--- config.mk ---
export PLATFORM = sky130hd
export DESIGN_NAME = stall_homing_step_sequencer_flat
export DESIGN_NICKNAME = d
export VERILOG_FILES = /design/src/design/shs_pkg.sv /design/src/design/shs_in_if.sv /design/src/design/shs_out_if.sv /design/src/design/shs_in_reg.sv /design/src/design/shs_core.sv /design/src/design/shs_out_reg.sv /design/src/design/stall_homing_step_sequencer.sv /design/src/flat_wrapper.sv
export SDC_FILE = /design/constraint.sdc
export NUM_CORES = 1
export LEC_CHECK = 0
export BUFFER_PORTS_ARGS = -buffer_cell sky130_fd_sc_hd__clkbuf_2
export CORE_UTILIZATION = 25
export DETAILED_ROUTE_END_ITERATION = 10
export PLACE_DENSITY_LB_ADDON = 0.25
export SLEW_MARGIN = 30
export SYNTH_ARGS = -nofsm -noshare
export SYNTH_HDL_FRONTEND = slang
export SYNTH_SLANG_ARGS = --single-unit
--- constraint.sdc ---
create_clock -name clk -period 4.8 [get_ports clk]
set_input_delay 0.48 -clock clk [delete_from_list [all_inputs] [get_ports clk]]
set_output_delay 0.48 -clock clk [all_outputs]
set_load 0.005 [all_outputs]
--- src/design/shs_pkg.sv ---
package shs_pkg;

    // Register indexes on the configuration port
    localparam logic [1:0] CFG_HALF_PERIOD = 2'd0;
    localparam logic [1:0] CFG_BACK_OFF    = 2'd1;
    localparam logic [1:0] CFG_PAUSE       = 2'd2;

    localparam int unsigned CFG_DATA_W = 24;

    localparam logic [15:0] HALF_PERIOD_RST = 16'd160;
    localparam logic [19:0] BACK_OFF_RST    = 20'd50000;
    localparam logic [23:0] PAUSE_RST       = 24'd1000000;

    // Phase codes as reported on the result word
    localparam logic [2:0] PH_IDLE   = 3'd0;
    localparam logic [2:0] PH_FAST   = 3'd1;
    localparam logic [2:0] PH_PAUSE1 = 3'd2;
    localparam logic [2:0] PH_BACK   = 3'd3;
    localparam logic [2:0] PH_SLOW   = 3'd4;
    localparam logic [2:0] PH_PAUSE2 = 3'd5;
    localparam logic [2:0] PH_DONE   = 3'd6;

    typedef enum logic [6:0] {
        ST_IDLE   = 7'b0000001,
        ST_FAST   = 7'b0000010,
        ST_PAUSE1 = 7'b0000100,
        ST_BACK   = 7'b0001000,
        ST_SLOW   = 7'b0010000,
        ST_PAUSE2 = 7'b0100000,
        ST_DONE   = 7'b1000000
    } phase_t;

    typedef struct packed {
        logic start_req;
        logic stall_level;
    } item_t;

    typedef struct packed {
        logic       step_out;
        logic       toward_home;
        logic       motor_enabled;
        logic [2:0] phase;
        logic       homed;
    } result_t;

    function automatic logic [2:0] phase_code(input phase_t ph);
        logic [2:0] code;
        unique case (ph)
            ST_FAST:   code = PH_FAST;
            ST_PAUSE1: code = PH_PAUSE1;
            ST_BACK:   code = PH_BACK;
            ST_SLOW:   code = PH_SLOW;
            ST_PAUSE2: code = PH_PAUSE2;
            ST_DONE:   code = PH_DONE;
            default:   code = PH_IDLE;
        endcase
        return code;
    endfunction

endpackage

--- src/design/shs_in_if.sv ---
interface shs_in_if;
    logic valid;
    logic ready;
    logic start_req;
    logic stall_level;

    modport source (output valid, output start_req, output stall_level, input ready);
    modport sink (input valid, input start_req, input stall_level, output ready);
endinterface

--- src/design/shs_out_if.sv ---
interface shs_out_if;
    logic       valid;
    logic       ready;
    logic       step_out;
    logic       toward_home;
    logic       motor_enabled;
    logic [2:0] phase;
    logic       homed;

    modport source (output valid, output step_out, output toward_home,
                    output motor_enabled, output phase, output homed, input ready);
    modport sink (input valid, input step_out, input toward_home,
                  input motor_enabled, input phase, input homed, output ready);
endinterface

--- src/design/shs_in_reg.sv ---
module shs_in_reg (
    input  logic          clk,
    input  logic          rst_n,
    shs_in_if.sink        src,
    input  logic          advance,
    output logic          item_valid,
    output shs_pkg::item_t item
);
    import shs_pkg::*;

    logic  valid_reg;
    logic  valid_next;
    item_t item_reg;

    // Take a new word when empty or when the held one moves on this cycle
    assign src.ready = !valid_reg || advance;

    always_comb
    begin
        valid_next = valid_reg;
        if (src.valid && src.ready)
            valid_next = 1'b1;
        else if (advance)
            valid_next = 1'b0;
    end

    always_ff @(posedge clk or negedge rst_n)
    begin
        if (!rst_n)
            valid_reg <= 1'b0;
        else
            valid_reg <= valid_next;
    end

    always_ff @(posedge clk)
    begin
        if (src.valid && src.ready)
        begin
            item_reg.start_req   <= src.start_req;
            item_reg.stall_level <= src.stall_level;
        end
    end

    assign item_valid = valid_reg;
    assign item       = item_reg;

endmodule

--- src/design/shs_core.sv ---
module shs_core (
    input  logic                               clk,
    input  logic                               rst_n,
    input  logic                               cfg_we,
    input  logic [1:0]                         cfg_idx,
    input  logic [shs_pkg::CFG_DATA_W-1:0]     cfg_wdata,
    input  logic                               advance,
    input  shs_pkg::item_t                     item,
    output shs_pkg::result_t                   res
);
    import shs_pkg::*;

    logic [15:0] half_reg;
    logic [19:0] back_reg;
    logic [23:0] pause_reg;

    phase_t      phase_reg, phase_next;
    logic [23:0] tmr_reg, tmr_next;
    logic [19:0] step_cnt_reg, step_cnt_next;
    logic        step_lvl_reg, step_lvl_next;
    logic        stall_lat_reg, stall_lat_next;
    logic        last_lvl_reg, last_lvl_next;
    logic        abort_reg, abort_next;

    logic        do_pause1, do_backoff, do_slow, do_pause2, do_done;
    logic [16:0] hp;
    logic [23:0] tmr_inc;
    logic [19:0] cnt_inc;
    logic        motion;

    always_ff @(posedge clk or negedge rst_n)
    begin
        if (!rst_n)
        begin
            half_reg  <= HALF_PERIOD_RST;
            back_reg  <= BACK_OFF_RST;
            pause_reg <= PAUSE_RST;
        end
        else if (cfg_we)
        begin
            unique case (cfg_idx)
                CFG_HALF_PERIOD: half_reg  <= cfg_wdata[15:0];
                CFG_BACK_OFF:    back_reg  <= cfg_wdata[19:0];
                CFG_PAUSE:       pause_reg <= cfg_wdata[23:0];
                default:         ;
            endcase
        end
    end

    assign tmr_inc = tmr_reg + 24'd1;
    assign cnt_inc = step_cnt_reg + 20'd1;

    always_comb
    begin
        // Zero half period runs as one tick; slow homing doubles it
        hp = (half_reg == 16'd0) ? 17'd1 : {1'b0, half_reg};
        if (phase_reg == ST_SLOW)
            hp = {hp[15:0], 1'b0};
    end

    always_comb
    begin
        phase_next     = phase_reg;
        tmr_next       = tmr_reg;
        step_cnt_next  = step_cnt_reg;
        step_lvl_next  = step_lvl_reg;
        stall_lat_next = stall_lat_reg | (item.stall_level & ~last_lvl_reg);
        last_lvl_next  = item.stall_level;
        abort_next     = abort_reg;
        do_pause1      = 1'b0;
        do_backoff     = 1'b0;
        do_slow        = 1'b0;
        do_pause2      = 1'b0;
        do_done        = 1'b0;

        unique case (phase_reg)
            ST_IDLE, ST_DONE:
            begin
                if (item.start_req)
                begin
                    abort_next    = 1'b0;
                    step_cnt_next = '0;
                    if (stall_lat_next)
                    begin
                        // stale stall: skip fast homing
                        stall_lat_next = 1'b0;
                        do_pause1      = 1'b1;
                    end
                    else
                    begin
                        phase_next    = ST_FAST;
                        tmr_next      = '0;
                        step_lvl_next = 1'b1;
                    end
                end
            end
            ST_FAST, ST_BACK, ST_SLOW:
            begin
                if (tmr_inc >= {7'd0, hp})
                begin
                    tmr_next = '0;
                    if (step_lvl_reg)
                        step_lvl_next = 1'b0;
                    else
                    begin
                        // end of step: test the stall latch
                        step_lvl_next = 1'b1;
                        if (phase_reg == ST_BACK)
                        begin
                            step_cnt_next = cnt_inc;
                            if (stall_lat_next)
                            begin
                                abort_next     = 1'b1;
                                stall_lat_next = 1'b0;
                                do_pause2      = 1'b1;
                            end
                            else if (cnt_inc >= back_reg)
                                do_slow = 1'b1;
                        end
                        else if (stall_lat_next)
                        begin
                            stall_lat_next = 1'b0;
                            if (phase_reg == ST_FAST)
                                do_pause1 = 1'b1;
                            else
                                do_pause2 = 1'b1;
                        end
                    end
                end
                else
                    tmr_next = tmr_inc;
            end
            ST_PAUSE1, ST_PAUSE2:
            begin
                tmr_next = tmr_inc;
                if (tmr_inc >= pause_reg)
                begin
                    if (phase_reg == ST_PAUSE1)
                        do_backoff = 1'b1;
                    else
                        do_done = 1'b1;
                end
            end
            default:
            begin
                phase_next    = ST_IDLE;
                tmr_next      = '0;
                step_lvl_next = 1'b0;
            end
        endcase

        // Phase entries, in order; a zero length chains into the next one
        if (do_pause1)
        begin
            phase_next    = ST_PAUSE1;
            tmr_next      = '0;
            step_lvl_next = 1'b0;
            if (pause_reg == 24'd0)
                do_backoff = 1'b1;
        end
        if (do_backoff)
        begin
            step_cnt_next = '0;
            if (back_reg == 20'd0)
                do_slow = 1'b1;
            else
            begin
                phase_next    = ST_BACK;
                tmr_next      = '0;
                step_lvl_next = 1'b1;
            end
        end
        if (do_slow)
        begin
            if (stall_lat_next)
            begin
                abort_next     = 1'b1;
                stall_lat_next = 1'b0;
                do_pause2      = 1'b1;
            end
            else
            begin
                phase_next    = ST_SLOW;
                tmr_next      = '0;
                step_lvl_next = 1'b1;
            end
        end
        if (do_pause2)
        begin
            phase_next    = ST_PAUSE2;
            tmr_next      = '0;
            step_lvl_next = 1'b0;
            if (pause_reg == 24'd0)
                do_done = 1'b1;
        end
        if (do_done)
        begin
            phase_next    = ST_DONE;
            tmr_next      = '0;
            step_lvl_next = 1'b0;
        end
    end

    always_ff @(posedge clk or negedge rst_n)
    begin
        if (!rst_n)
        begin
            phase_reg     <= ST_IDLE;
            tmr_reg       <= '0;
            step_cnt_reg  <= '0;
            step_lvl_reg  <= 1'b0;
            stall_lat_reg <= 1'b0;
            last_lvl_reg  <= 1'b0;
            abort_reg     <= 1'b0;
        end
        else if (advance)
        begin
            phase_reg     <= phase_next;
            tmr_reg       <= tmr_next;
            step_cnt_reg  <= step_cnt_next;
            step_lvl_reg  <= step_lvl_next;
            stall_lat_reg <= stall_lat_next;
            last_lvl_reg  <= last_lvl_next;
            abort_reg     <= abort_next;
        end
    end

    assign motion = (phase_next == ST_FAST) || (phase_next == ST_BACK) ||
                    (phase_next == ST_SLOW);

    always_comb
    begin
        res.step_out      = motion & step_lvl_next;
        res.motor_enabled = motion || (phase_next == ST_DONE);
        res.phase         = phase_code(phase_next);
        res.homed         = (phase_next == ST_DONE);
        unique case (phase_next)
            ST_FAST, ST_SLOW, ST_PAUSE1: res.toward_home = 1'b1;
            ST_PAUSE2, ST_DONE:          res.toward_home = ~abort_next;
            default:                     res.toward_home = 1'b0;
        endcase
    end

`ifndef SYNTH
    a_homed_enabled: assert property (@(posedge clk) disable iff (!rst_n)
        res.homed |-> (res.motor_enabled && !res.step_out))
        else $error("homed without motor enabled or with step high");

    a_step_in_motion: assert property (@(posedge clk) disable iff (!rst_n)
        res.step_out |-> (res.phase == PH_FAST || res.phase == PH_BACK ||
                          res.phase == PH_SLOW))
        else $error("step pin high outside a motion phase");

    a_latch_from_edge: assert property (@(posedge clk) disable iff (!rst_n)
        $rose(stall_lat_reg) |-> $past(advance && item.stall_level && !last_lvl_reg))
        else $error("stall latch set without a rising stall edge");
`endif

endmodule

--- src/design/shs_out_reg.sv ---
module shs_out_reg (
    input  logic             clk,
    input  logic             rst_n,
    shs_out_if.source        dst,
    input  logic             load,
    input  shs_pkg::result_t res,
    output logic             space
);
    import shs_pkg::*;

    logic    valid_reg;
    logic    valid_next;
    result_t res_reg;

    assign space = !valid_reg || dst.ready;

    always_comb
    begin
        valid_next = valid_reg;
        if (load)
            valid_next = 1'b1;
        else if (dst.ready)
            valid_next = 1'b0;
    end

    always_ff @(posedge clk or negedge rst_n)
    begin
        if (!rst_n)
            valid_reg <= 1'b0;
        else
            valid_reg <= valid_next;
    end

    // hold the word until taken
    always_ff @(posedge clk)
    begin
        if (load)
            res_reg <= res;
    end

    assign dst.valid         = valid_reg;
    assign dst.step_out      = res_reg.step_out;
    assign dst.toward_home   = res_reg.toward_home;
    assign dst.motor_enabled = res_reg.motor_enabled;
    assign dst.phase         = res_reg.phase;
    assign dst.homed         = res_reg.homed;

endmodule

--- src/design/stall_homing_step_sequencer.sv ---
// Channel     | Dir | Payload
// item_in     | in  | start_req, stall_level (one timer tick per word)
// result_out  | out | step_out, toward_home, motor_enabled, phase, homed
// cfg_*       | in  | cfg_we, cfg_idx, cfg_wdata: half period, back-off steps, pause
//
// One word in per clock while the output is not stalled; each taken word is held in
// the input register and its result then in the result register.
// The sequencer state advances in the same cycle as the result register loads.
// Reset clears the sequencer to idle and loads the default register values.
// A stalled output holds its word; the input register still takes one more word.
module stall_homing_step_sequencer (
    input  logic                           clk,
    input  logic                           rst_n,
    shs_in_if.sink                         item_in,
    shs_out_if.source                      result_out,
    input  logic                           cfg_we,
    input  logic [1:0]                     cfg_idx,
    input  logic [shs_pkg::CFG_DATA_W-1:0] cfg_wdata
);
    import shs_pkg::*;

    logic    item_valid;
    item_t   item;
    result_t res;
    logic    space;
    logic    advance;

    assign advance = item_valid && space;

    shs_in_reg u_in_reg (
        .clk        (clk),
        .rst_n      (rst_n),
        .src        (item_in),
        .advance    (advance),
        .item_valid (item_valid),
        .item       (item)
    );

    shs_core u_core (
        .clk       (clk),
        .rst_n     (rst_n),
        .cfg_we    (cfg_we),
        .cfg_idx   (cfg_idx),
        .cfg_wdata (cfg_wdata),
        .advance   (advance),
        .item      (item),
        .res       (res)
    );

    shs_out_reg u_out_reg (
        .clk   (clk),
        .rst_n (rst_n),
        .dst   (result_out),
        .load  (advance),
        .res   (res),
        .space (space)
    );

endmodule

--- src/flat_wrapper.sv ---
// flat-port wrapper written by rule: the top's interface ports become plain ports
module stall_homing_step_sequencer_flat import shs_pkg::*;
  (clk, rst_n, cfg_we, cfg_idx, cfg_wdata, item_in_valid, item_in_start_req, item_in_stall_level, item_in_ready, result_out_valid, result_out_step_out, result_out_toward_home, result_out_motor_enabled, result_out_phase, result_out_homed, result_out_ready);
  shs_in_if item_in_i ();
  shs_out_if result_out_i ();
  input  logic clk;
  input  logic rst_n;
  input  logic cfg_we;
  input  logic [1:0] cfg_idx;
  input  logic [shs_pkg::CFG_DATA_W-1:0] cfg_wdata;
  input wire logic [$bits(item_in_i.valid)-1:0] item_in_valid;
  input wire logic [$bits(item_in_i.start_req)-1:0] item_in_start_req;
  input wire logic [$bits(item_in_i.stall_level)-1:0] item_in_stall_level;
  output wire logic [$bits(item_in_i.ready)-1:0] item_in_ready;
  output wire logic [$bits(result_out_i.valid)-1:0] result_out_valid;
  output wire logic [$bits(result_out_i.step_out)-1:0] result_out_step_out;
  output wire logic [$bits(result_out_i.toward_home)-1:0] result_out_toward_home;
  output wire logic [$bits(result_out_i.motor_enabled)-1:0] result_out_motor_enabled;
  output wire logic [$bits(result_out_i.phase)-1:0] result_out_phase;
  output wire logic [$bits(result_out_i.homed)-1:0] result_out_homed;
  input wire logic [$bits(result_out_i.ready)-1:0] result_out_ready;
  assign item_in_i.valid = item_in_valid;
  assign item_in_i.start_req = item_in_start_req;
  assign item_in_i.stall_level = item_in_stall_level;
  assign item_in_ready = item_in_i.ready;
  assign result_out_valid = result_out_i.valid;
  assign result_out_step_out = result_out_i.step_out;
  assign result_out_toward_home = result_out_i.toward_home;
  assign result_out_motor_enabled = result_out_i.motor_enabled;
  assign result_out_phase = result_out_i.phase;
  assign result_out_homed = result_out_i.homed;
  assign result_out_i.ready = result_out_ready;
  stall_homing_step_sequencer u_core (.clk(clk), .rst_n(rst_n), .item_in(item_in_i), .result_out(result_out_i), .cfg_we(cfg_we), .cfg_idx(cfg_idx), .cfg_wdata(cfg_wdata));
endmodule
; ---- Word level (Yosys, flattened, before mapping)
; Index checks and enable logic that the tools add are counted.
[word_totals]
memories = 0
word_cells = 168
latchBits = 0
rom_bits = 0
ff_bits = 126
ramBits = 0
[op_classes]
n_shift = 0
mul = 0
n_eq_ne = 19
reduce_logical = 26
magnitude_cmp = 3
bitwise_logic = 5
div_mod_pow = 0
muxes = 94
add_sub_neg = 2
[op_table]
columns = op, n
row1 = $mux 24, 10
row2 = $mux 20, 5
row3 = $pmux 24 s3, 1
row4 = $mux 7, 9
row5 = $mux 1, 59
row6 = $pmux 20 s2, 1
row7 = $add 24x1->24 const B, 1
row8 = $ge 24x17->1, 1
row9 = $ge 24x24->1, 1
row10 = $logic_not 24->1, 1
row11 = $add 20x1->20 const B, 1
row12 = $ge 20x20->1, 1
row13 = $logic_not 20->1, 1
row14 = $pmux 3 s6, 1
row15 = $mux 17, 1
row16 = $logic_not 16->1, 1
row17 = $mux 16, 1
row18 = $eq 7x2->1 const B, 2
row19 = $eq 7x3->1 const B, 2
row20 = $eq 7x4->1 const B, 2
row21 = $eq 7x5->1 const B, 2
row22 = $eq 7x6->1 const B, 2
row23 = $eq 7x7->1 const B, 2
row24 = $pmux 7 s2, 1
row25 = 21 further kinds, 40

; ---- Depth between registers and ports, before layout
; Gate-level depths: netlist of the first run.
[depth]
depth_word = 19
depth_mapped = 20
depth_no_buf = 16

; ---- Hierarchy
; From an unflattened synthesis of the first run, not the netlist that was laid out.
[hier_totals]
cells_unflattened = 806
hier_area_um2 = 8121.5
[by_module_without_submodules]
columns = module, instances, cells_per_inst, area_per_inst_um2
row1 = shs_core, 1, 789, 7743.7
row2 = shs_out_reg, 1, 10, 257.7
row3 = shs_in_reg, 1, 6, 113.9
row4 = stall_homing_step_sequencer, 1, 1, 6.3

; ---- Least setup slack after synthesis of the first run
; No wires, ideal clock.
[synth_path]
path_type = register to register
startpoint = register u_core.u_core.phase_reg[5]
endpoint = register u_core.u_out_reg.res_reg, in the netlist u_core.u_out_reg.dst.motor_enabled, data pin
path_stages_with_launch = 18
arrival_time_ns = 4.848
t_required_ns = 4.525
synth_period_minus_slack_ns = 5.123
path_slack_ns = -0.323
path_cell_list = dfrtp_1 -> clkbuf_1 -> nor4_1 -> nor2b_1 -> and3b_1 -> clkbuf_1 -> buf_1 -> mux2i_1 -> ha_1 -> o211ai_1 -> a21oi_1 -> o21ai_0 -> a2111oi_0 -> o41ai_4 -> o31ai_1 -> o31ai_1 -> nor3_1 -> o211ai_1
[synth_lines]
columns = item, line
row1 = "start, declared", shs_core.sv:17  ; phase_t phase_reg, phase_next;
row2 = "start signal, assigned", shs_core.sv:218  ; phase_reg <= phase_next;
row3 = "end signal, assigned", shs_out_reg.sv:38  ; res_reg <= res;
row4 = "end, declared", shs_out_reg.sv:13  ; result_t res_reg;

==> results, run 1 <==
- The flow ran to the end, and the final reports show no timing, DRC or antenna violations.
- For this run the aggregate overflow at the end of global routing stands at 0.
- Yosys mapped a number of flops with a built-in enable equal to 9.
- In this run the critical register-to-register path is launched from u_core.u_core.tmr_reg[9].
- Of the total power, the clock network draws 0.346.
- The number of endpoints with negative hold slack in the final report is 0.
- After the first detailed-routing iteration, the DRC count stood at 310.
- After detailed placement, the design holds a cell count of 1,389.
- STA puts the critical path data required time at 4.95 ns.
- Along the worst path, the maximum fanout reaches 4.
- The power density normalized to cell area is 387 nW/um^2.
- Summed over all cells, the static leakage comes to 0.00464 uW.
- The mean post-synth cell area is 9.42 sq um.
- Summing all multi-input logic gate instances after layout gives 4790 sq um.
- For this configuration, the core starts out at a cell density of 0.254.
- The worst register-to-register path has a setup slack of 0.19 ns.
- When the netlist entered floorplanning its net count stood at 972.
- The initial antenna violation count was 0.
- The placeable core region is 32,500 sq um.
- The register bit count reported by yosys is 126.
- The cell count after synthesis is 876.
- The H-tree was split into 4 levels.
- The peak ir drop on the vdd network is 0.311 mV.
- The total track usage is 0.144.
- The tool flagged a number of max-cap violations equal to 0.
- The critical path class is reg2reg.
- 0 antenna diodes ended up in the layout.
- The global-route wire length before repair is 37,300 um.
- In the final layout, flip-flops and latches occupy 3220 sq um.
- Counting the fill cells in the layout gives 3,464.
- The number of clock sinks is 126.
- Among all stages on the critical path, the largest delay is contributed by sky130_fd_sc_hd__or4_4.
- The CTS tree is yes.
- The worst setup path is captured at a flop.
- TritonCTS created 17 clock buffers.
- At the pin with the least slew margin, the transition time is 0.773 ns.
- Of the total power, the share spent switching nets is 0.336.
- The proportion of layout cells with a drive suffix above 1 is 0.260.
- The iteration count of the initial detailed-routing pass is 5.
- The ratio of routed vias to standard cells is 4.73.
- Port buffering added 41 buffers.
- The total of warnings raised by yosys is 0.
- The via count of the first global-routing pass is 6,753.
- Internal power comes to 2640 uW.
- The count of pins on the block boundary is 42.
- The reg-to-reg critical path endpoint is u_core.u_out_reg.dst.motor_enabled.
- Setup violations remaining at the end of the flow were counted as 0.
- The worst slack after detailed placement is 0.0148 ns.
- The non-filler instance count after layout is 1,426.
- The critical path goes through nand4_1 > or4_4 > nor2_4 > nand2_1 > and2_1 > or2_2 > ha_1 > nand4_1 > or3_4 > or4_4 > o221ai_2 > buf_4 > o211ai_1 > o311a_1 > and3_4 > a21oi_2 > buf_4 > o211ai_1.
- In this run the horizontal extent of the chip is 184 um.
- The routed via count is 6,750.
- Summing every instance area after synthesis gives 8250 sq um.
- STA puts the critical path data arrival time at 4.76 ns.
- The total count of max-transition violations in the final report is 0.
- In this run the tightest slew margin relative to its limit is 0.484.
- Static timing analysis puts the maximum clock frequency at 217 MHz.
- The final critical path time including I/O delays and setup is 4.61 ns.
- In the finished design, the share of the clock period the worst path needs comes to 0.961.
- The smallest setup slack after layout is 0.186 ns.
- After clock tree synthesis, the clock-pin slew on the worst setup and hold paths is 0.06 ns.
- The aggregate routed wire length is 23,200 um.
- The predominant post-synthesis flop cell is sky130_fd_sc_hd__dfrtp_1.
- The tree is rooted in a sky130_fd_sc_hd__clkbuf_16.
- STA classifies the critical path startpoint as a flop.
- Across the routed clock network, the largest skew measured is 0.0106 ns.
- The largest single stage delay on the critical path is 0.61 ns.
- The number of nets with antenna violations after routing is 0.
- Of the total power, registers draw 0.350.
- The layout overhead on the synthesized area is 24.1%.
- The clock latency reported for the late side of the worst-skew pair is 0.43 ns.
- The congestion estimate from routability-driven global placement came to 0.803.
- For this design the total switching power over the nets is 1330 uW.
- The total number of nets in the final design is 1,067.
- Of the synthesized area, sequential elements account for 0.390.
- The y dimension of the die is 184 um.
- After legalization and detailed placement, the total HPWL measured 17,800 um.
- The share of total power dissipated in combinational logic is 0.304.
- Dividing the detail-routed wire length by the instance count gives 16.3 um.
- The DRC violation count after routing is 0.
- The die covers 33,700 sq um.
- Entering global routing, the biggest net connects 45 pins.
- The clock tree buffer depth is 2.
- The proportion of synthesized flip-flops having asynchronous set or reset is 0.929.
- The number of distinct library cell variants in the gate-level netlist after synthesis is 64.
- The floorplan has 66 rows.
- The type of the most critical hold path is in2async.
- Counting cells, the worst reg-to-reg path comes to 18.
- The critical path starts at u_core.u_core.tmr_reg[9].
==> worst max path at each step <==
stage          cells after the start  slack, ns                                  to
6_report                          18       0.19  u_core.u_out_reg.dst.motor_enabled
3_3_place_gp                      18       0.09      u_core.u_core.step_cnt_reg[14]
2_1_floorplan                     18       0.14       u_core.u_out_reg.dst.phase[0]
4_1_cts                           19      0.001           u_core.u_core.tmr_reg[22]
3_5_place_dp                      19       0.01           u_core.u_core.tmr_reg[22]
5_1_grt                           18      -0.01       u_core.u_out_reg.dst.phase[0]
==> worst max-delay path: cells and delay by family (launching register included) <==
family,cells,cell delay [ns]
buffers and inverters,2,0.30
AO/OA/AOI/OAI,5,0.70
flip-flops,1,0.34
AND/OR/NAND/NOR,10,2.71
adder cells (fa/ha/maj),1,0.30
==> per-stage QoR <==
step	util	hold slack, ns	power (uW)	TNS (ns)	instance area, sq um
after detailed placement	0.290	0.474	2580	0	9430
after global routing	0.315	0.126	4210	-0.0201	10200
after global placement	0.290	0.467	2570	0	9430
after CTS	0.309	0.112	3980	0	10100
final	0.315	0.0774	3970	0	10200
after floorplan	-	0.184	2060	0	8270
==> cell usage after synthesis, drive strengths merged (4+ instances only) <==
cell type  number  area (sq um)
nand3          30           155
inv            55           206
o21ai          57           289
o211ai         14           105
or3             5          31.3
ha             63           788
mux2           60           676
a22o            6          52.6
a21oi          34           170
nor3           21           121
nand2b          6          37.5
nand4          15          93.8
a32o            9          90.1
nand3b          5          37.5
nor2           44           165
dfrtp         101          2530
nor2b           8          50.1
clkbuf         25          95.1
nand2          97           364
a21o            9          67.6
or2             8          50.1
a211oi          8          60.1
mux2i          15           150
dfstp          16           420
and4            4          35.0
and2            5          31.3
o31ai          10          75.1
buf            16          90.1
nor4           25           156
edfxtp          9           270
xor2           19           166
and3           16           100
xnor2          22           193
==> power by group through the flow <==
stage / clock [uW] / combinational, uW / sequential (uW)
3_5_place_dp: 0 / 1170 / 1410
5_1_grt: 1450 / 1350 / 1410
6_report: 1370 / 1210 / 1390
2_1_floorplan: 0 / 700 / 1360
3_3_place_gp: 0 / 1170 / 1410
4_1_cts: 1410 / 1180 / 1390
==> cells by family after synthesis <==
family,Yosys count,share of synthesized area
compound gates,178,0.143
xor+xnor,41,0.0435
fa+ha+maj,63,0.0955
buf+inv,96,0.0474
flops,126,0.390
mux,75,0.100
simple gates,297,0.181
==> layer usage <==
| metal | vias to the layer above | track usage | wire (um) |
|---|---|---|---|
| li1 | 3370 | - | - |
| met1 | 3263 | 0.206 | 12300 |
| met2 | 100 | 0.219 | 9930 |
| met3 | 17 | 0.0281 | 770 |
| met4 | 0 | 0.0363 | 243 |
| met5 | - | 0 | 0 |
==> repair_timing <==
item | in CTS | in global routing
hold buffers | 0 | 0
endpoints found under the setup margin | 0 | 47
gates resized for setup | 0 | 27
setup buffers | 0 | 3
==> cell usage in the layout (no fill, tap or decap), types with 4 or more instances in the layout <==
master,synthesis,layout
sky130_fd_sc_hd__clkbuf_16,0,19
sky130_fd_sc_hd__o31ai_1,10,8
sky130_fd_sc_hd__a21o_1,9,9
sky130_fd_sc_hd__nand4_1,15,15
sky130_fd_sc_hd__dfstp_2,16,16
sky130_fd_sc_hd__and2_1,5,5
sky130_fd_sc_hd__mux2_2,60,60
sky130_fd_sc_hd__buf_4,2,71
sky130_fd_sc_hd__a21oi_1,34,32
sky130_fd_sc_hd__nand3b_1,5,5
sky130_fd_sc_hd__edfxtp_1,9,9
sky130_fd_sc_hd__a22o_1,6,6
sky130_fd_sc_hd__o211ai_1,14,14
sky130_fd_sc_hd__mux2i_1,15,14
sky130_fd_sc_hd__xor2_1,19,19
sky130_fd_sc_hd__buf_12,0,4
sky130_fd_sc_hd__nand3_1,29,29
sky130_fd_sc_hd__nand2_1,97,97
sky130_fd_sc_hd__o21ai_1,12,13
sky130_fd_sc_hd__nor3_1,19,19
sky130_fd_sc_hd__nand2b_1,6,6
sky130_fd_sc_hd__and3_1,16,15
sky130_fd_sc_hd__xnor2_1,22,22
sky130_fd_sc_hd__clkbuf_8,0,5
sky130_fd_sc_hd__dfrtp_1,101,101
sky130_fd_sc_hd__or2_2,7,6
sky130_fd_sc_hd__clkbuf_2,1,40
sky130_fd_sc_hd__o21ai_0,44,41
sky130_fd_sc_hd__nor4_1,25,25
sky130_fd_sc_hd__and4_1,4,4
sky130_fd_sc_hd__ha_1,63,60
sky130_fd_sc_hd__nor2b_1,8,8
sky130_fd_sc_hd__a211oi_1,8,8
sky130_fd_sc_hd__inv_1,55,55
sky130_fd_sc_hd__a32o_1,9,9
sky130_fd_sc_hd__nor2_1,44,42
sky130_fd_sc_hd__or3_1,5,4
==> cell type report <==
cell class | instances | share of cell area
timing repair buffer | 117 | 0.0829
tap | 442 | 0.0540
clock buffer | 25 | 0.0514
inverter | 55 | 0.0201
multi-input combinational | 654 | 0.468
clock inverter | 7 | 0.00965
sequential | 126 | 0.314
Power figures use the tool's default switching activity.
==> inputs of run 2 (changes only) <==
--- a/config.mk
+++ b/config.mk
@@ -6,6 +6,7 @@
 export NUM_CORES = 1
 export LEC_CHECK = 0
 export BUFFER_PORTS_ARGS = -buffer_cell sky130_fd_sc_hd__clkbuf_2
+export CORE_ASPECT_RATIO = 0.8
 export CORE_UTILIZATION = 25
 export DETAILED_ROUTE_END_ITERATION = 10
 export PLACE_DENSITY_LB_ADDON = 0.25
==> results, run 2 (synthesized netlist as in run 1, its figures left out) <==
- After detailed routing, the number of vias per cell comes to 4.93.
- The via count of the first global-routing pass is 6,672.
- The met3 usage in global routing is 0.0298.
- The final critical path time including I/O delays and setup is 4.64 ns.
- The met1 usage in global routing is 0.233.
- The endpoint type of the worst setup path is a flop.
- In the routed design, unresolved DRC markers number 0.
- Based on the critical path, the design can be clocked at up to 215 MHz.
- The total track usage is 0.151.
- The final RePlAce weighted congestion is 0.836.
- Port buffering added 41 buffers.
- The clock tree buffer depth is 2.
- The number of rows in the core area is 59.
- The global-route wire length before repair is 38,500 um.
- The H-tree level count is 4.
- The leakage power is 0.00456 uW.
- The total count of max-transition violations in the final report is 0.
- The number of endpoints with negative hold slack in the final report is 0.
- The power density normalized to cell area is 379 nW/um^2.
- The HPWL after detailed placement is 18,500 um.
- The cell with the largest stage delay on the worst path is sky130_fd_sc_hd__or4_4.
- In the layout the commonest cells are sky130_fd_sc_hd__dfrtp_1, sky130_fd_sc_hd__nand2_1, sky130_fd_sc_hd__buf_4.
- Setup violations remaining at the end of the flow were counted as 0.
- The tool flagged a number of max-cap violations equal to 0.
- The leading cell type in the layout, fill and taps excluded is sky130_fd_sc_hd__dfrtp_1.
- For the final routed database, the setup TNS stands at 0 ns.
- The flow ran to the end, and the final reports show no timing, DRC or antenna violations.
- The repair_antennas step left the layout with diodes totalling 0.
- The CTS tree is yes.
- In the final layout, the share of cells above drive strength 1 is 0.252.
- After detailed routing, the average wire length per cell comes to 17.3 um.
- The met2 track utilization from global routing is 0.209.
- The pin count of the biggest net entering global routing is 52.
- The number of DRC markers after the initial detailed-route iteration is 362.
- From left edge to right edge, the die measures 205 um.
- The non-filler instance count after layout is 1,401.
- The y dimension of the die is 165 um.
- The largest stage delay on the critical path is 0.60 ns.
- Clock tree synthesis inserted a total of 17 buffers.
- The routed design has 24,300 um of wire.
- The count of pins on the block boundary is 42.
- The clock latency reported for the late side of the worst-skew pair is 0.44 ns.
- met1 is the most crowded layer.
- The die covers 33,800 sq um.
- The kind of launch point of the worst setup path is a flop.
- The initial antenna violation count was 0.
- Clock tree synthesis selected as its root buffer the cell sky130_fd_sc_hd__clkbuf_16.
- The buffer and inverter count on the worst path is 2.
- For this run, the post-layout net count is 1,057.
- In this run the standard cell core region covers 32,500 sq um.
- The effective utilization at floorplan is 0.254.
- Across the routed clock network, the largest skew measured is 0.0171 ns.
- The peak ir drop on the vdd network is 0.225 mV.
- At the pin with the least slew margin, the transition time is 0.901 ns.
- The worst hold path belongs to the class in2async.
- Once detail routing completed, the nets flagged for antenna violations numbered 0.
- The clock drives 126 sinks.
- Setup repair after global routing left no endpoint under its margin.
- The layout overhead on the synthesized area is 22.3%.
- In the finished design, the share of the clock period the worst path needs comes to 0.967.
- After clock tree synthesis, the clock-pin slew on the worst setup and hold paths is 0.06 ns.
- The family with the most delay on the worst path is simple AND/OR/NAND/NOR gates.
- The number of hold buffers added after cts is 0.
- The routed via count is 6,913.
- After detailed placement, the design holds a cell count of 1,365.
- The critical path class is reg2reg.
- The data arrival at the endpoint of the critical path is 4.81 ns.
- The reg-to-reg setup timing slack is 0.16 ns.
- The peak fanout along the critical path is 4.
- Measured against its own limit, the worst slew margin works out to 0.394.
- Walking the worst path, the cells encountered are nand4_1 > or4_4 > nor2_4 > and4_4 > nor2b_1 > or2_4 > ha_4 > nand4_1 > or3_4 > or4_4 > o221ai_2 > buf_4 > o211ai_1 > o311a_1 > and3_4 > a21oi_2 > buf_4 > o211ai_1.
- The required time at the worst-slack endpoint is 4.96 ns.
- The first detailed-routing pass ran for 4 iterations.
- Summed over all layers, the global routing overflow is 0.
[run 2: timing repair]
item / in CTS / in global routing
pin swaps: 0 / 11
cloned: 0 / 0
setup buffers: 0 / 4
endpoints found under the setup margin: 10 / 56
resized for setup: 1 / 24
[run 2: area by class of cell]
type / instances / area [sq um]
Clock buffer: 21 / 460
Clock inverter: 11 / 109
Fill cell: 3435 / 22400
Inverter: 55 / 206
Multi-Input combinational cell: 654 / 4800
Sequential cell: 126 / 3220
Tap cell: 427 / 534
Timing Repair Buffer: 107 / 769
[run 2: path summary, 6_finish.rpt]
kind	start	endpoint	depth (start not counted)
hold reg to reg	u_core.u_core.step_cnt_reg[18]	u_core.u_core.step_cnt_reg[18]	2
min in group clk	item_in_start_req	u_core.u_in_reg.item[1]	1
setup / recovery	u_core.u_core.tmr_reg[10]	u_core.u_out_reg.dst.phase[0]	18
hold / removal	rst_n	u_core.u_core.step_cnt_reg[12]	1
max in group asynchronous	rst_n	u_core.u_core.tmr_reg[14]	2
setup reg to reg	u_core.u_core.tmr_reg[10]	u_core.u_out_reg.dst.phase[0]	18
[run 2: where the power goes]
| group | switching, uW | internal (uW) | leakage (uW) |
|---|---|---|---|
| Sequential | 138 | 1250 | 0.00156 |
| Combinational | 695 | 474 | 0.00272 |
| Clock | 523 | 745 | 0.000275 |
| Total | 1360 | 2470 | 0.00456 |
[run 2: metrics by stage]
stage               area [sq um]  setup WS, ns  hold slack [ns]   util  power [uW]
detailed placement          9370        0.0208            0.477  0.288        2560
global route               10100       0.00544            0.154  0.311        4060
global placement            9350        0.0316            0.469  0.288        2540
floorplan                   8270         0.140            0.184      -        2060
CTS                         9940       -0.0157            0.125  0.306        3850
finish                     10100         0.158            0.109  0.311        3830
[run 2: routing by layer]
layer / vias up / wire length, um
li1: 3368 / -
met1: 3397 / 13200
met2: 132 / 9810
met3: 16 / 982
met4: 0 / 281
met5: - / 0
==> inputs of run 3 (changes only) <==
--- a/config.mk
+++ b/config.mk
@@ -6,6 +6,7 @@
 export NUM_CORES = 1
 export LEC_CHECK = 0
 export BUFFER_PORTS_ARGS = -buffer_cell sky130_fd_sc_hd__clkbuf_2
+export CAP_MARGIN = 25
 export CORE_ASPECT_RATIO = 0.8
 export CORE_UTILIZATION = 25
 export DETAILED_ROUTE_END_ITERATION = 10
==> constraint.sdc (replaced) <==
create_clock -name clk -period 4.8 [get_ports clk]
set_input_delay 0.24 -clock clk [delete_from_list [all_inputs] [get_ports clk]]
set_output_delay 0.24 -clock clk [all_outputs]
set_load 0.005 [all_outputs]
==> results, run 3 (synthesized netlist as in run 1, its figures left out) <==
- Dividing the detail-routed via count by the number of cells gives 4.88.
- The setup-violating endpoint count in the final report is 0.
- The power density normalized to cell area is 389 nW/um^2.
- The final critical path time including I/O delays and setup is 4.62 ns.
- The via count of the first global-routing pass is 6,625.
- The relative slew slack is 0.407.
- The number of nets with antenna violations after routing is 0.
- The H-tree was split into 4 levels.
- Row generation in the floorplan step produced 59 rows.
- Once placement completed, the tool counted placed cells totaling 1,365.
- The number of clock sinks is 126.
- The effective utilization at floorplan is 0.254.
- The root buffer cell chosen for the clock tree is sky130_fd_sc_hd__clkbuf_16.
- The type of the most critical hold path is in2reg.
- For the pin with the worst max-slew slack, the measured transition is 0.884 ns.
- Routability-driven placement finished with a final weighted congestion of 0.836.
- At the end of the flow, the number of nets in the layout was 1,061.
- The startpoint of the worst-slack reg-to-reg timing path is u_core.u_core.tmr_reg[4].
- The finished layout holds 1,405 standard cells, fillers aside.
- The kind of launch point of the worst setup path is a flop.
- The pre-antenna-repair detailed-routing pass consisted of 5 iterations.
- Clock-pin slew was measured on the worst setup and hold paths at 0.07 ns.
- The endpoint type of the worst setup path is a flop.
- The top cell types in the final layout, fill and taps aside, are sky130_fd_sc_hd__dfrtp_1, sky130_fd_sc_hd__nand2_1, sky130_fd_sc_hd__ha_1, sky130_fd_sc_hd__buf_4, sky130_fd_sc_hd__mux2_2.
- The detailed router finished its first iteration with 472 violations.
- The total count of max-transition violations in the final report is 0.
- The clock latency reported for the late side of the worst-skew pair is 0.44 ns.
- For this run the aggregate overflow at the end of global routing stands at 0.
- For the worst setup path, the data arrival time is 4.79 ns.
- Across the VDD grid, the largest voltage drop is 0.282 mV.
- Entering global routing, the biggest net connects 53 pins.
- The flow ran to the end, and the final reports show no timing, DRC or antenna violations.
- The initial antenna violation count was 0.
- Across the run, the number of max-cap violations was 0.
- The layout has 3,410 filler cells.
- The DRC violation count after routing is 0.
- The clock skew after layout is 0.0176 ns.
- Data on the critical path is required at its endpoint by 4.97 ns.
- The horizontal die dimension is 205 um.
- The first global-routing pass estimated 38,600 um of wire.
- The reg-to-reg critical path endpoint is u_core.u_out_reg.dst.phase[0].
- The CTS tree is yes.
- The layout overhead on the synthesized area is 23.3%.
- Counting along the longest clock path gives a buffer depth of 2.
- The final total negative setup slack is 0 ns.
- Wires add up to 24,100 um.
- The number of endpoints with negative hold slack in the final report was 0.
- After legalization and detailed placement, the total HPWL measured 18,200 um.
- Dividing the final minimum period by the clock period gives 0.964.
- Pin placement for this block handled 42 I/O pins.
- The placeable core region is 32,500 sq um.
- Leaving out fill and tap cells, the most frequent cell in the layout is sky130_fd_sc_hd__dfrtp_1.
- The tightest hold path in the finished design has a slack of 0.0177 ns.
- Measured in cells, the most critical reg-to-reg path has a length of 18.
- The count of inserted antenna diode cells is 0.
- The routed wirelength normalized by instance count is 17.1 um.
- The critical path is of the reg2reg type.
- The total track usage is 0.151.
- The overall die area is 33,800 sq um.
- The y dimension of the die is 165 um.
- The routed via count is 6,855.
- The number of buffers created by CTS is 17.
- The critical path starts at u_core.u_core.tmr_reg[4].
- For this run, the top clock speed supported by timing is 216 MHz.
- For flop-to-flop paths, the worst setup slack is 0.18 ns.
- The peak fanout along the critical path is 4.
- The most critical setup path has its endpoint at u_core.u_out_reg.dst.phase[0].
- The analysis attributes to cell leakage a power of 0.00462 uW.
- The proportion of layout cells with a drive suffix above 1 is 0.248.
- Counting instances, the worst hold path has a depth of 2.
- The port buffer count is 41.
## run 3: changes by cell type in the layout (fill, tap and decap cells not counted), sizes merged
cell / delta
clkinv: -2
clkbuf: -3
clkinvlp: -2
bufinv: +1
inv: +7
dlygate4sd3: +3
## run 3: worst min path at each step
stage	slack, ns	from	to
final	0.02	item_in_valid	u_core.u_in_reg.item_valid
after global routing	0.02	item_in_valid	u_core.u_in_reg.item_valid
after CTS	0.009	item_in_valid	u_core.u_in_reg.item_valid
after detailed placement	0.22	rst_n	u_core.u_core.step_cnt_reg[12]
after global placement	0.21	rst_n	u_core.u_core.step_cnt_reg[12]
after floorplan	-0.06	rst_n	u_core.u_core.abort_reg
## run 3: area by class of cell
type,instances,area [sq um],area share
clock inverters,15,191,0.0188
repair buffers,111,825,0.0810
inverters,55,206,0.0203
flip-flops and latches,126,3220,0.316
multi-input cells,654,4770,0.469
well taps,427,534,0.0525
clock buffers,17,425,0.0418
## run 3: metal layers
metal / vias to the layer above / part of all wire / GRT usage
li1: 3390 / - / -
met1: 3320 / 0.55 / 0.235
met2: 124 / 0.39 / 0.202
met3: 21 / 0.044 / 0.0328
met4: 0 / 0.015 / 0.0418
met5: - / 0 / 0
## run 3: report_power, final
part	internal, uW	switching [uW]	leakage [uW]
Clock	797	594	0.000306
Combinational	480	695	0.00275
Sequential	1250	138	0.00156
## run 3: stage by stage
stage / cell area, sq um / worst slack [ns] / utilization / total power (uW)
after floorplan: 8270 / 0.140 / - / 2060
after global placement: 9350 / 0.0255 / 0.288 / 2540
after detailed placement: 9370 / 0.0144 / 0.288 / 2560
after CTS: 10000 / -0.0144 / 0.308 / 3970
after global routing: 10200 / -0.00134 / 0.313 / 4190
final: 10200 / 0.175 / 0.313 / 3950
## run 3: critical path: stages (launching register included)
cell and delay [ns]:
sky130_fd_sc_hd__dfrtp_1 0.36, sky130_fd_sc_hd__nand3_2 0.09, sky130_fd_sc_hd__or4_4 0.60, sky130_fd_sc_hd__nor2_4 0.16, sky130_fd_sc_hd__nand2_1 0.07, sky130_fd_sc_hd__and2_1 0.17, sky130_fd_sc_hd__or2_2 0.29, sky130_fd_sc_hd__ha_1 0.27
sky130_fd_sc_hd__nand4_1 0.15, sky130_fd_sc_hd__or3_4 0.43, sky130_fd_sc_hd__or4_4 0.52, sky130_fd_sc_hd__o221ai_2 0.14, sky130_fd_sc_hd__buf_4 0.16, sky130_fd_sc_hd__o211ai_1 0.10, sky130_fd_sc_hd__o311a_1 0.24, sky130_fd_sc_hd__and3_4 0.21
sky130_fd_sc_hd__a21oi_1 0.14, sky130_fd_sc_hd__buf_4 0.14, sky130_fd_sc_hd__o211ai_1 0.09
## run 3: timing repair
| item | 4_1_cts | 5_1_grt |
|---|---|---|
| gates cloned | 0 | 1 |
| pin swaps | 0 | 10 |
| resized for setup | 2 | 18 |
| hold buffers | 3 | 0 |
| hold endpoints to repair | 28 | 0 |
| setup buffers | 0 | 4 |
| endpoints found under the setup margin | 4 | 47 |
